===== src/hw/rtl/line_rasterizer_core_defines.svh =====
// assertion macros shared by the rasterizer rtl
`ifndef LINE_RASTERIZER_CORE_DEFINES_SVH
`define LINE_RASTERIZER_CORE_DEFINES_SVH

// same-cycle implication, checked outside reset
`define LRC_ASSERT_NOW(label, ante, cons) \
  label: assert property (@(posedge clk) disable iff (!rst_n) (ante) |-> (cons)) \
    else $error("line rasterizer check failed");

// next-cycle implication, checked outside reset
`define LRC_ASSERT_NEXT(label, ante, cons) \
  label: assert property (@(posedge clk) disable iff (!rst_n) (ante) |=> (cons)) \
    else $error("line rasterizer check failed");

`endif


===== src/hw/rtl/lrc_pkg.sv =====
// shared types and constants for the line rasterizer
`default_nettype none

package lrc_pkg;

  localparam int COORD_BITS = 12;
  localparam int DELTA_BITS = COORD_BITS + 1;
  localparam int ERR_BITS   = COORD_BITS + 3;

  // both internal queues are two deep
  localparam int QDEPTH    = 2;
  localparam int QPTR_BITS = 1;
  localparam int QCNT_BITS = 2;

  localparam logic CMD_LOAD = 1'b0;
  localparam logic CMD_TICK = 1'b1;

  typedef logic signed [COORD_BITS-1:0] coord_t;
  typedef logic        [COORD_BITS-1:0] ucoord_t;
  typedef logic signed [DELTA_BITS-1:0] delta_t;
  typedef logic signed [ERR_BITS-1:0]   err_t;
  typedef logic        [QPTR_BITS-1:0]  qptr_t;
  typedef logic        [QCNT_BITS-1:0]  qcnt_t;

  // classified item handed from front to back
  typedef struct packed {
    logic    is_tick;
    logic    high_slope;
    logic    minor_neg;
    coord_t  start_x;
    coord_t  start_y;
    ucoord_t major_delta;
    err_t    err_init;
    err_t    err_inc_pos;
    err_t    err_inc_neg;
  } op_t;

  typedef struct packed {
    logic valid;
    op_t  op;
  } opq_t;

  typedef struct packed {
    logic    pixel_valid;
    coord_t  pixel_x;
    coord_t  pixel_y;
    ucoord_t offset;
    ucoord_t span;
    logic    last;
  } result_t;

endpackage

`default_nettype wire


===== src/hw/rtl/lrc_front.sv =====
// front end: line setup for loads and the op queue toward the walker
`default_nettype none

module lrc_front (
  input  wire                 clk,
  input  wire                 rst_n,
  input  wire                 push,
  output logic                full,
  input  wire                 in_command,
  input  lrc_pkg::coord_t     in_start_x,
  input  lrc_pkg::coord_t     in_start_y,
  input  lrc_pkg::coord_t     in_end_x,
  input  lrc_pkg::coord_t     in_end_y,
  output lrc_pkg::opq_t       opq,
  input  wire                 op_pop
);

  lrc_pkg::delta_t  dx, dy, dx_abs, dy_abs, dmaj, dmin;
  lrc_pkg::ucoord_t adx, ady, maj_d, min_d;
  logic             high, swap, dmin_pos;
  lrc_pkg::err_t    two_min, two_maj;
  lrc_pkg::op_t     new_op;

  lrc_pkg::op_t     mem_r [lrc_pkg::QDEPTH];
  lrc_pkg::qptr_t   wr_ptr_r, rd_ptr_r;
  lrc_pkg::qcnt_t   cnt_r, cnt_nxt;
  logic             wr, rd;

  // setup: deltas, major axis pick, endpoint order, error seed
  always_comb begin
    dx     = lrc_pkg::delta_t'(in_end_x) - lrc_pkg::delta_t'(in_start_x);
    dy     = lrc_pkg::delta_t'(in_end_y) - lrc_pkg::delta_t'(in_start_y);
    dx_abs = dx[lrc_pkg::DELTA_BITS-1] ? -dx : dx;
    dy_abs = dy[lrc_pkg::DELTA_BITS-1] ? -dy : dy;
    adx    = dx_abs[lrc_pkg::COORD_BITS-1:0];
    ady    = dy_abs[lrc_pkg::COORD_BITS-1:0];
    high   = !(ady < adx);
    dmaj   = high ? dy : dx;
    dmin   = high ? dx : dy;
    swap   = dmaj[lrc_pkg::DELTA_BITS-1];
    maj_d  = high ? ady : adx;
    min_d  = high ? adx : ady;
    dmin_pos = !dmin[lrc_pkg::DELTA_BITS-1] && (dmin != '0);
    two_min  = $signed({2'b00, min_d, 1'b0});
    two_maj  = $signed({2'b00, maj_d, 1'b0});

    new_op.is_tick     = (in_command == lrc_pkg::CMD_TICK);
    new_op.high_slope  = high;
    new_op.minor_neg   = swap ? dmin_pos : dmin[lrc_pkg::DELTA_BITS-1];
    new_op.start_x     = swap ? in_end_x : in_start_x;
    new_op.start_y     = swap ? in_end_y : in_start_y;
    new_op.major_delta = maj_d;
    new_op.err_init    = two_min - $signed({3'b000, maj_d});
    new_op.err_inc_pos = two_min - two_maj;
    new_op.err_inc_neg = two_min;
  end

  assign full      = (cnt_r == lrc_pkg::qcnt_t'(lrc_pkg::QDEPTH));
  assign wr        = push && !full;
  assign rd        = op_pop && (cnt_r != '0);
  assign opq.valid = (cnt_r != '0);
  assign opq.op    = mem_r[rd_ptr_r];

  always_comb begin
    cnt_nxt = cnt_r;
    if (wr && !rd) begin
      cnt_nxt = cnt_r + lrc_pkg::qcnt_t'(1);
    end else if (rd && !wr) begin
      cnt_nxt = cnt_r - lrc_pkg::qcnt_t'(1);
    end
  end

  always_ff @(posedge clk) begin
    if (!rst_n) begin
      cnt_r    <= '0;
      wr_ptr_r <= '0;
      rd_ptr_r <= '0;
    end else begin
      cnt_r <= cnt_nxt;
      if (wr) wr_ptr_r <= wr_ptr_r + lrc_pkg::qptr_t'(1);
      if (rd) rd_ptr_r <= rd_ptr_r + lrc_pkg::qptr_t'(1);
    end
  end

  always_ff @(posedge clk) begin
    if (wr) mem_r[wr_ptr_r] <= new_op;
  end

endmodule

`default_nettype wire


===== src/hw/rtl/lrc_back.sv =====
// back end: bresenham walker and result queue
`default_nettype none

module lrc_back (
  input  wire                 clk,
  input  wire                 rst_n,
  input  lrc_pkg::opq_t       opq,
  output logic                op_pop,
  output logic                empty,
  input  wire                 pop,
  output logic                out_pixel_valid,
  output lrc_pkg::coord_t     out_pixel_x,
  output lrc_pkg::coord_t     out_pixel_y,
  output lrc_pkg::ucoord_t    out_offset,
  output lrc_pkg::ucoord_t    out_span,
  output logic                out_last
);

  // walker state
  logic             active_r, high_r, neg_r;
  lrc_pkg::coord_t  cur_x_r, cur_y_r;
  lrc_pkg::ucoord_t major_r, step_r;
  lrc_pkg::err_t    err_r, inc_pos_r, inc_neg_r;

  logic             err_gt0, is_last, take, res_push, res_full, res_pop;
  lrc_pkg::coord_t  minor_cur, minor_step;
  lrc_pkg::result_t res;

  lrc_pkg::result_t mem_r [lrc_pkg::QDEPTH];
  lrc_pkg::qptr_t   wr_ptr_r, rd_ptr_r;
  lrc_pkg::qcnt_t   cnt_r, cnt_nxt;
  lrc_pkg::result_t head;

  assign res_full = (cnt_r == lrc_pkg::qcnt_t'(lrc_pkg::QDEPTH));
  assign empty    = (cnt_r == '0);
  assign res_pop  = pop && !empty;

  // a load never waits on the result side
  assign take     = opq.valid && (!opq.op.is_tick || !res_full);
  assign op_pop   = take;
  assign res_push = take && opq.op.is_tick;

  assign err_gt0    = !err_r[lrc_pkg::ERR_BITS-1] && (err_r != '0);
  assign is_last    = (step_r == major_r);
  assign minor_cur  = high_r ? cur_x_r : cur_y_r;
  assign minor_step = neg_r ? minor_cur - lrc_pkg::coord_t'(1)
                            : minor_cur + lrc_pkg::coord_t'(1);

  always_comb begin
    res = '0;
    if (active_r) begin
      res.pixel_valid = 1'b1;
      res.pixel_x     = cur_x_r;
      res.pixel_y     = cur_y_r;
      res.offset      = step_r;
      res.span        = major_r;
      res.last        = is_last;
    end
  end

  always_ff @(posedge clk) begin
    if (!rst_n) begin
      active_r <= 1'b0;
    end else if (take) begin
      if (!opq.op.is_tick) begin
        active_r <= 1'b1;
      end else if (active_r && is_last) begin
        active_r <= 1'b0;
      end
    end
  end

  always_ff @(posedge clk) begin
    if (take && !opq.op.is_tick) begin
      high_r    <= opq.op.high_slope;
      neg_r     <= opq.op.minor_neg;
      cur_x_r   <= opq.op.start_x;
      cur_y_r   <= opq.op.start_y;
      major_r   <= opq.op.major_delta;
      step_r    <= '0;
      err_r     <= opq.op.err_init;
      inc_pos_r <= opq.op.err_inc_pos;
      inc_neg_r <= opq.op.err_inc_neg;
    end else if (take && active_r) begin
      if (high_r) begin
        cur_y_r <= cur_y_r + lrc_pkg::coord_t'(1);
        if (err_gt0) cur_x_r <= minor_step;
      end else begin
        cur_x_r <= cur_x_r + lrc_pkg::coord_t'(1);
        if (err_gt0) cur_y_r <= minor_step;
      end
      err_r  <= err_r + (err_gt0 ? inc_pos_r : inc_neg_r);
      step_r <= step_r + lrc_pkg::ucoord_t'(1);
    end
  end

  // result queue
  always_comb begin
    cnt_nxt = cnt_r;
    if (res_push && !res_pop) begin
      cnt_nxt = cnt_r + lrc_pkg::qcnt_t'(1);
    end else if (res_pop && !res_push) begin
      cnt_nxt = cnt_r - lrc_pkg::qcnt_t'(1);
    end
  end

  always_ff @(posedge clk) begin
    if (!rst_n) begin
      cnt_r    <= '0;
      wr_ptr_r <= '0;
      rd_ptr_r <= '0;
    end else begin
      cnt_r <= cnt_nxt;
      if (res_push) wr_ptr_r <= wr_ptr_r + lrc_pkg::qptr_t'(1);
      if (res_pop)  rd_ptr_r <= rd_ptr_r + lrc_pkg::qptr_t'(1);
    end
  end

  always_ff @(posedge clk) begin
    if (res_push) mem_r[wr_ptr_r] <= res;
  end

  assign head            = mem_r[rd_ptr_r];
  assign out_pixel_valid = head.pixel_valid;
  assign out_pixel_x     = head.pixel_x;
  assign out_pixel_y     = head.pixel_y;
  assign out_offset      = head.offset;
  assign out_span        = head.span;
  assign out_last        = head.last;

endmodule

`default_nettype wire


===== src/hw/rtl/line_rasterizer_core.sv =====
// top level of the bresenham line rasterizer
`default_nettype none
`include "line_rasterizer_core_defines.svh"

// Bresenham line walker with queue-style ports on both sides. A load
// (command 0) carries two signed endpoints and produces no result; it
// replaces any line in progress. Each tick (command 1) produces exactly one
// result: the next pixel with its major-axis offset, the span and a last
// mark, or pixel_valid 0 with all fields zero when no line is active.
// Sustained rate while neither side stalls is one item per clock in and one
// result per clock out; the walker step is a single error-term add and
// compare per clock. A pushed item goes into the op queue, the walker takes
// it from there and puts a tick's result into the result queue, whose head
// drives the out_ ports. A two-deep op queue sits between the setup front
// end and the walker, and a two-deep result queue sits at the output, so
// either side can stall on its own without a bubble. No clearing pass after
// reset: the block takes items in the first cycle rst_n is high.

module line_rasterizer_core (
  input  wire                 clk,
  input  wire                 rst_n,
  // input channel
  input  wire                 push,
  output logic                full,
  input  wire                 in_command,
  input  lrc_pkg::coord_t     in_start_x,
  input  lrc_pkg::coord_t     in_start_y,
  input  lrc_pkg::coord_t     in_end_x,
  input  lrc_pkg::coord_t     in_end_y,
  // result channel
  output logic                empty,
  input  wire                 pop,
  output logic                out_pixel_valid,
  output lrc_pkg::coord_t     out_pixel_x,
  output lrc_pkg::coord_t     out_pixel_y,
  output lrc_pkg::ucoord_t    out_offset,
  output lrc_pkg::ucoord_t    out_span,
  output logic                out_last
);

  // classified ops from setup to walker, and the walker's pop back
  lrc_pkg::opq_t opq;
  logic          op_pop;

  // front end does the load setup: deltas, axis pick, endpoint swap and
  // error seed, so the walker only ever does one error-term add per step
  lrc_front u_front (
    .clk        (clk),
    .rst_n      (rst_n),
    .push       (push),
    .full       (full),
    .in_command (in_command),
    .in_start_x (in_start_x),
    .in_start_y (in_start_y),
    .in_end_x   (in_end_x),
    .in_end_y   (in_end_y),
    .opq        (opq),
    .op_pop     (op_pop)
  );

  // back end holds the line state and the result queue; a tick is taken
  // only when the result queue has room, a load always
  lrc_back u_back (
    .clk             (clk),
    .rst_n           (rst_n),
    .opq             (opq),
    .op_pop          (op_pop),
    .empty           (empty),
    .pop             (pop),
    .out_pixel_valid (out_pixel_valid),
    .out_pixel_x     (out_pixel_x),
    .out_pixel_y     (out_pixel_y),
    .out_offset      (out_offset),
    .out_span        (out_span),
    .out_last        (out_last)
  );

  // no op waiting means no result can show up
  `LRC_ASSERT_NEXT(a_no_op_no_result, empty && !opq.valid, empty)
  // a load transfer never creates a result
  `LRC_ASSERT_NEXT(a_load_no_result, empty && opq.valid && !opq.op.is_tick, empty)
  // every tick the walker takes lands in the result queue
  `LRC_ASSERT_NEXT(a_tick_gives_result, op_pop && opq.op.is_tick, !empty)
  // the walker only pops what the op queue holds
  `LRC_ASSERT_NOW(a_pop_needs_op, op_pop, opq.valid)

endmodule

`default_nettype wire

===== config.mk =====
export PLATFORM = sky130hd
export DESIGN_NAME = line_rasterizer_core
export DESIGN_NICKNAME = d
export VERILOG_FILES = /design/src/hw/rtl/lrc_pkg.sv /design/src/hw/rtl/lrc_front.sv /design/src/hw/rtl/lrc_back.sv /design/src/hw/rtl/line_rasterizer_core.sv
export VERILOG_INCLUDE_DIRS = /design/src /design/src/hw/rtl
export SDC_FILE = /design/constraint.sdc
export NUM_CORES = 1
export LEC_CHECK = 0
export BUFFER_PORTS_ARGS = -buffer_cell sky130_fd_sc_hd__buf_2
export CAP_MARGIN = 20
export CORE_ASPECT_RATIO = 0.75
export CORE_MARGIN = 10
export CORE_UTILIZATION = 40
export DETAILED_ROUTE_END_ITERATION = 8
export SYNTH_ARGS = -nofsm -noshare
export SYNTH_HDL_FRONTEND = slang
export SYNTH_HIERARCHICAL = 1
export SYNTH_SLANG_ARGS = --single-unit

===== constraint.sdc =====
create_clock -name clk -period 8 [get_ports clk]
set_clock_uncertainty 0.2 [all_clocks]
set_input_delay 1.2 -clock clk [delete_from_list [all_inputs] [get_ports clk]]
set_output_delay 1.2 -clock clk [all_outputs]
set_load 0.01 [all_outputs]

==> qor.yml, run 1 <==
run_status:
  status: "completed"
setup_path:
  endpoint: "u_front/mem_r[0][39]"
  startpoint: "in_start_y[0]"
  critPathTopFamily: "compound AO/OA/AOI/OAI gates"
  arrival_ns: 7.67
  r2r_slack_ns: 2.98
  cp_slowest_cell: "fa_2"
  end_kind: "flip-flop"
  cp_max_fo: 8
  reg2reg_to: "u_back/err_r[14]"
  critPathMaxStageDelay_ns: 0.35
  rr_startpoint: "u_back/err_r[1]"
  worstPathRequired_ns: 8.07
  rr_worst_depth: 14
  cp.depth: 36
  path_class: "in -> reg"
  worst_setup_path_start_kind: "input port"
  critPathBufInv: 3
  cpMostUsedCell: "a21o_1"
finish:
  seq_area_mm2: 0.0106
  finalInstanceArea_mm2: 0.0227
  fin_util: 0.466
  areaGrowthSynthToFinish_pct: 15.5
  multiInputGateArea_mm2: 0.00862
  finalNonFillerCells: 2511
  fillers: 4503
  diodes: 0
  nNetsFinal: 1970
  drive_gt1_frac: 0.244
synthesis:
  synth-seq-area-share: 0.539
  synth_cell_types: 86
  synth_edf_count: 337
  yosys.cell_count.top_type: "edfxtp_1"
  synth_ff_type: "edfxtp_1"
  synth_top_area_frac: 0.515
  synth_cells: 1663
  ys_seq_elements: 360
  postSynthAreaPerCell_um2: 11.8
  synth-async-reset-ratio: 0
  yosys-top-cells-area: "edfxtp_1, mux2_2, ha_1, xnor2_1, o21ai_0"
  yosysTopAreaCell: "edfxtp_1"
  syn-cell-area_mm2: 0.0196
  ys_top_cells_by_count: "edfxtp_1, mux2_2, nand2_1, nor2_1, o21ai_0"
  yosysWarnings: 6
power:
  clkPwrFrac: 0.167
  ir_drop_mv: 0.237
  power_w: 0.0104
  switching_share: 0.392
  switchingPower_w: 0.00407
  combPwrFrac: 0.495
  p_seq_frac: 0.338
  power.internal_w: 0.00631
  p_leak_nw: 8.55
  powerDensity_mw_per_mm2: 458
route:
  routed_via_density: 5.31
  antenna_left: 0
  via_count: 13328
  dr.first_iter.drc_count: 1112
  drc: 0
  dr.pass1.iters: 5
  wl_per_cell_um: 18.9
  wl_um: 47400
die:
  initial_utilization: 0.403
  die_w_um: 276
  pin_count: 105
  die_h_um: 212
  rows: 70
  coreArea_mm2: 0.0487
  die_area_mm2: 0.0585
sta:
  min_period_ns: 7.60
  relSlewSlack: 0.362
  setup_tns_ns: 0
  finalHoldViolations: 0
  finalSetupViolCount: 0
  worstMarginPinSlew_ns: 0.954
  slew_viol_final: 0
  timing.final.crit_share: 0.950
  fmax_ghz: 0.132
hold_path:
  hold_class: "reg -> reg"
  worstHoldPathCells: 2
cts:
  clock_latency_ns: 0.54
  clk_path_buf_depth: 3
  clkSlewWorstSetupHoldPaths_ns: 0.06
  cts_tree: "yes"
  cts_max_level: 2
  clock-root-buffer: "clkbuf_16"
  cts_inserted_buffers: 38
  clock-sinks: 360
global_route:
  grt_util_all_layers: 0.160
  grt_max_degree: 66
  grt_first_pass_wirelength_um: 74000
  grt_pass1_vias: 13096
  antenna_found_initial: 3
  overflow: 0
placed_design:
  io_buffers: 104
  gp_congestion: 0.871
  place_area_mm2: 0.0214
  dpl.cell_count: 2438
  place_hpwl_um: 34300
job:
  maxCapViolations: 0
[power groups by stage]
stage | sequential, W | combinational, W | clock (W)
after global routing | 0.00357 | 0.00568 | 0.00186
final | 0.00351 | 0.00514 | 0.00174
after detailed placement | 0.00354 | 0.00508 | 0
after floorplan | 0.00339 | 0.00362 | 0
after CTS | 0.00351 | 0.00511 | 0.00178
after global placement | 0.00352 | 0.00499 | 0
[layout make-up]
class / instances / area share
clock buffer: 54 / 0.0468
timing repair buffer: 190 / 0.0514
inverter: 76 / 0.0126
multi-input combinational: 1167 / 0.380
sequential: 360 / 0.467
tap: 648 / 0.0357
clock inverter: 16 / 0.00689
[kinds of logic (layout without fill, tap and decap cells)]
group                    Yosys count  in the layout  synth area share
AND/OR/NAND/NOR                  451            451             0.112
XOR/XNOR                         113            113            0.0504
other                              1              4          0.000191
AO/OA/AOI/OAI                    338            339             0.114
buffers and inverters            140            336            0.0292
adder cells (fa/ha/maj)           84             84            0.0554
flip-flops                       360            360             0.539
multiplexers                     176            176             0.100
[worst reg2reg max path, stage by stage (launching register included)]
cell and delay [ns]:
edfxtp_1 0.44, nor4_1 0.58, nand4_1 0.30, nor2b_1 0.21, buf_4 0.22, mux2_2 0.33, ha_1 0.23, fa_1 0.44
a211oi_1 0.44, o211ai_1 0.22, a221oi_1 0.51, o21ai_0 0.15, a21oi_1 0.23, xnor2_1 0.14, o21ai_0 0.10
[registers in the layout, summed over array words and instances (netlist names), 2 cells and up, named ones only]
register          cells
u_back/major_r       12
u_back/inc_pos_r     15
u_front/cnt_r         2
u_back/inc_neg_r     15
u_front/mem_r       154
u_back/step_r        12
u_back/cur_y_r       12
u_back/err_r         15
u_back/mem_r        100
u_back/cur_x_r       12
u_back/cnt_r          2
[timing repair]
item / in CTS / in global routing
hold buffers: 0 / 0
buffers inserted: 0 / 1
gates resized for setup: 0 / 7
endpoints found under the setup margin: 0 / 4
[placed cells by master, fill, tap and decap left out, drive strengths merged, types with 6 or more instances in the layout]
cell,Yosys,layout
xor2,49,49
nor3,22,22
nand2,128,128
o22ai,6,6
nor2,106,106
a31oi,11,11
xnor2,64,64
o21a,18,18
nand4,17,17
mux2i,17,17
or3,9,9
a211oi,17,17
nand3,27,27
nor2b,12,12
nor4,6,6
clkinv,0,9
mux2,159,159
o311ai,6,6
o211a,7,7
ha,79,79
o31ai,6,6
buf,31,190
inv,76,78
nand2b,19,19
and2,65,65
clkbuf,33,54
and3,11,11
or2,15,15
dfxtp,23,23
a21o,23,23
edfxtp,337,337
a21oi,83,83
o21ai,104,105
[through the flow]
| step | setup slack [ns] | hold WS (ns) |
|---|---|---|
| 4_1_cts | 0.393 | 0.321 |
| 3_5_place_dp | -0.155 | 0.312 |
| 5_1_grt | -0.0166 | 0.337 |
| 2_1_floorplan | 0.0000675 | 0.273 |
| 3_3_place_gp | -0.0712 | 0.288 |
| 6_report | 0.399 | 0.327 |
[worst min path at each step]
stage,startpoint,end,slack [ns]
floorplan,u_front/cnt_r[1],u_front/cnt_r[1],0.27
global placement,u_front/cnt_r[1],u_front/cnt_r[1],0.29
detailed placement,u_front/cnt_r[1],u_front/cnt_r[1],0.31
CTS,u_front/cnt_r[1],u_front/cnt_r[1],0.32
global route,u_front/cnt_r[1],u_front/cnt_r[1],0.34
finish,u_front/cnt_r[1],u_front/cnt_r[1],0.33
[layer usage]
layer	vias to the layer above	GRT usage	part of all wire
met5	-	0	0
met4	0	0.0288	0.012
met3	44	0.0288	0.062
met2	332	0.237	0.42
met1	6476	0.242	0.51
li1	6476	-	-
(Power assumes the default switching activity.)
==> run 2, diff against run 1 <==
- clock period: 8 -> 9.13 ns (I/O delays scaled with it)
==> qor.yml, run 2 (synthesis gave the netlist of run 1 again) <==
global_route:
  met3_usage: 0.0280  # was 0.0288
  met1_usage: 0.251  # was 0.242
  top_usage_layer: "met1"  # unchanged
  antenna_found_initial: 2  # was 3
  overflow: 0  # unchanged
  grt_first_pass_wirelength_um: 74400  # was 74,000 µm
  grt_pass1_vias: 12834  # was 13.1k
  grt_max_degree: 74  # was 66
  grtUsageMet2: 0.235  # was 0.237
  grt_util_all_layers: 0.162  # was 0.160
power:
  switching_share: 0.394  # was 0.392
  power.internal_w: 0.00545  # was 0.00631 W
  switchingPower_w: 0.00354  # was 0.00407 W
  p_seq_frac: 0.341  # was 0.338
  power_w: 0.00898  # was 0.0104 W
  ir_drop_mv: 0.191  # was 0.237 mV
  clkPwrFrac: 0.177  # was 0.167
  p_leak_nw: 8.31  # was 8.55 nW
  combPwrFrac: 0.482  # was 0.495
  powerDensity_mw_per_mm2: 403  # was 458 mW/mm²
sta:
  grt_setup_unrepaired: "false"
  relSlewSlack: 0.361  # was 0.362
  setup_tns_ns: 0  # unchanged
  slew_viol_final: 0  # unchanged
  min_period_ns: 8.54
  finalSetupViolCount: 0  # unchanged
  fmax_ghz: 0.117
  timing.final.crit_share: 0.936
  worstMarginPinSlew_ns: 0.956  # was 0.954 ns
  finalHoldViolations: 0  # unchanged
job:
  maxCapViolations: 0  # unchanged
finish:
  drive_gt1_frac: 0.218  # was 0.244
  diodes: 0  # unchanged
  multiInputGateArea_mm2: 0.00853  # was 0.00862 mm²
  top_register: "u_front/mem_r"  # unchanged
  areaGrowthSynthToFinish_pct: 13.4  # was 15.5%
  nNetsFinal: 1916  # was 1,970
  reg_top3: "u_front/mem_r (154), u_back/mem_r (100)"  # unchanged
  largest_reg_flops: 154  # unchanged
  finalInstanceArea_mm2: 0.0223  # was 0.0227 mm²
  seq_area_mm2: 0.0106  # unchanged
  layout_common_cells: "edfxtp_1, mux2_2, nand2_1"  # unchanged
  final_common_cell: "edfxtp_1"  # unchanged
  fillers: 4470  # was 4,503
route:
  dr.first_iter.drc_count: 1047  # was 1,112
  wl_um: 47500  # was 47,400 µm
  drc: 0  # unchanged
  via_count: 13143  # was 13.3k
  antenna_left: 0  # unchanged
  dr.pass1.iters: 6  # was 5
  wl_per_cell_um: 19.3  # was 18.9 µm
  routed_via_density: 5.35  # was 5.31
run_status:
  status: "completed"  # unchanged
cts:
  clock-root-buffer: "clkbuf_16"  # unchanged
  cts_resized: 0  # unchanged
  cts_max_level: 2  # unchanged
  ctsHoldBuffers: 0  # unchanged
  clock_latency_ns: 0.54  # about the same
  cts_tree: "yes"  # unchanged
  clock-sinks: 360  # unchanged
  clk_path_buf_depth: 3  # unchanged
  cts_inserted_buffers: 38  # unchanged
  clkSlewWorstSetupHoldPaths_ns: 0.06  # about the same
  postCtsSetupRepairBufs: 0  # unchanged
setup_path:
  worst_setup_path_start_kind: "input port"  # unchanged
  critPathMaxStageDelay_ns: 0.51  # was 0.35 ns
  end_kind: "flip-flop"  # unchanged
  path_class: "in -> reg"  # unchanged
  cp_max_fo: 17  # was 8
  worstPathRequired_ns: 9.20  # was 8.07 ns
  arrival_ns: 8.61  # was 7.67 ns
  cp_slowest_cell: "fa_1"  # was fa_2
  cpMostUsedCell: "a21o_1"  # unchanged
placed_design:
  io_buffers: 104  # unchanged
  place_hpwl_um: 34000  # was 34,300 µm
  gp_congestion: 0.872  # was 0.871
  place_area_mm2: 0.0210  # was 0.0214 mm²
die:
  pin_count: 105  # unchanged
  die_area_mm2: 0.0585  # unchanged
  coreArea_mm2: 0.0487  # unchanged
  rows: 70  # unchanged
  die_w_um: 276  # unchanged
  initial_utilization: 0.403  # unchanged
  die_h_um: 212  # unchanged
hold_path:
  hold_class: "reg -> reg"  # unchanged
run 2: cell count changes in the layout (fill, tap and decap cells not counted), sizes merged:
| cell | before | now |
|---|---|---|
| o21ai | 105 | 104 |
| clkinv | 9 | 10 |
| inv | 78 | 80 |
| bufinv | 2 | 4 |
| clkbuf | 54 | 49 |
| buf | 190 | 137 |
run 2: cell type report:
type	instances	share of cell area
repair buffers	137	0.0350
flip-flops and latches	360	0.475
multi-input cells	1166	0.383
inverters	76	0.0129
clock buffers	49	0.0464
clock inverters	21	0.0112
well taps	648	0.0364
run 2: final timing paths:
| check | from | end | slack [ns] | cells past startpoint |
|---|---|---|---|---|
| worst min register to register | u_back/cnt_r[1] | u_back/cnt_r[1] | 0.33 | 2 |
| worst max-delay path | in_start_y[0] | u_front/mem_r[1][39] | 0.59 | 33 |
| worst max register to register | u_back/err_r[1] | u_back/err_r[14] | 4.19 | 14 |
| worst min-delay path | u_back/cnt_r[1] | u_back/cnt_r[1] | 0.33 | 2 |
run 2: power groups by stage:
stage          Combinational (W)  Clock, W  Sequential (W)
2_1_floorplan            0.00314         0         0.00297
3_3_place_gp             0.00422         0         0.00308
3_5_place_dp             0.00429         0         0.00310
4_1_cts                  0.00433   0.00163         0.00306
5_1_grt                  0.00481   0.00170         0.00312
6_report                 0.00433   0.00159         0.00306
run 2: metrics by stage:
stage	util	worst slack (ns)	cells	hold WS, ns
finish	0.457	0.587	2457	0.326
CTS	0.457	0.704	2456	0.328
global placement	0.431	0.302	2386	0.285
floorplan	-	0.475	1666	0.273
detailed placement	0.431	0.154	2386	0.317
global route	0.457	0.00728	2457	0.356
run 2: worst max-delay path: cells and delay by family:
kind / cells / cell delay (ns)
and+or+nand+nor: 8 / 1.18
xor gates and xnor gates: 2 / 0.54
AOI/OAI and AO/OA: 18 / 3.99
buffers and inverters: 1 / 0.11
adders and majority gates: 4 / 1.41
run 2: per-layer routing:
layer  wire, µm  vias to the layer above
li1           -                     6377
met1      24200                     6337
met2      19600                      392
met3       3120                       37
met4        535                        0
met5          0                        -
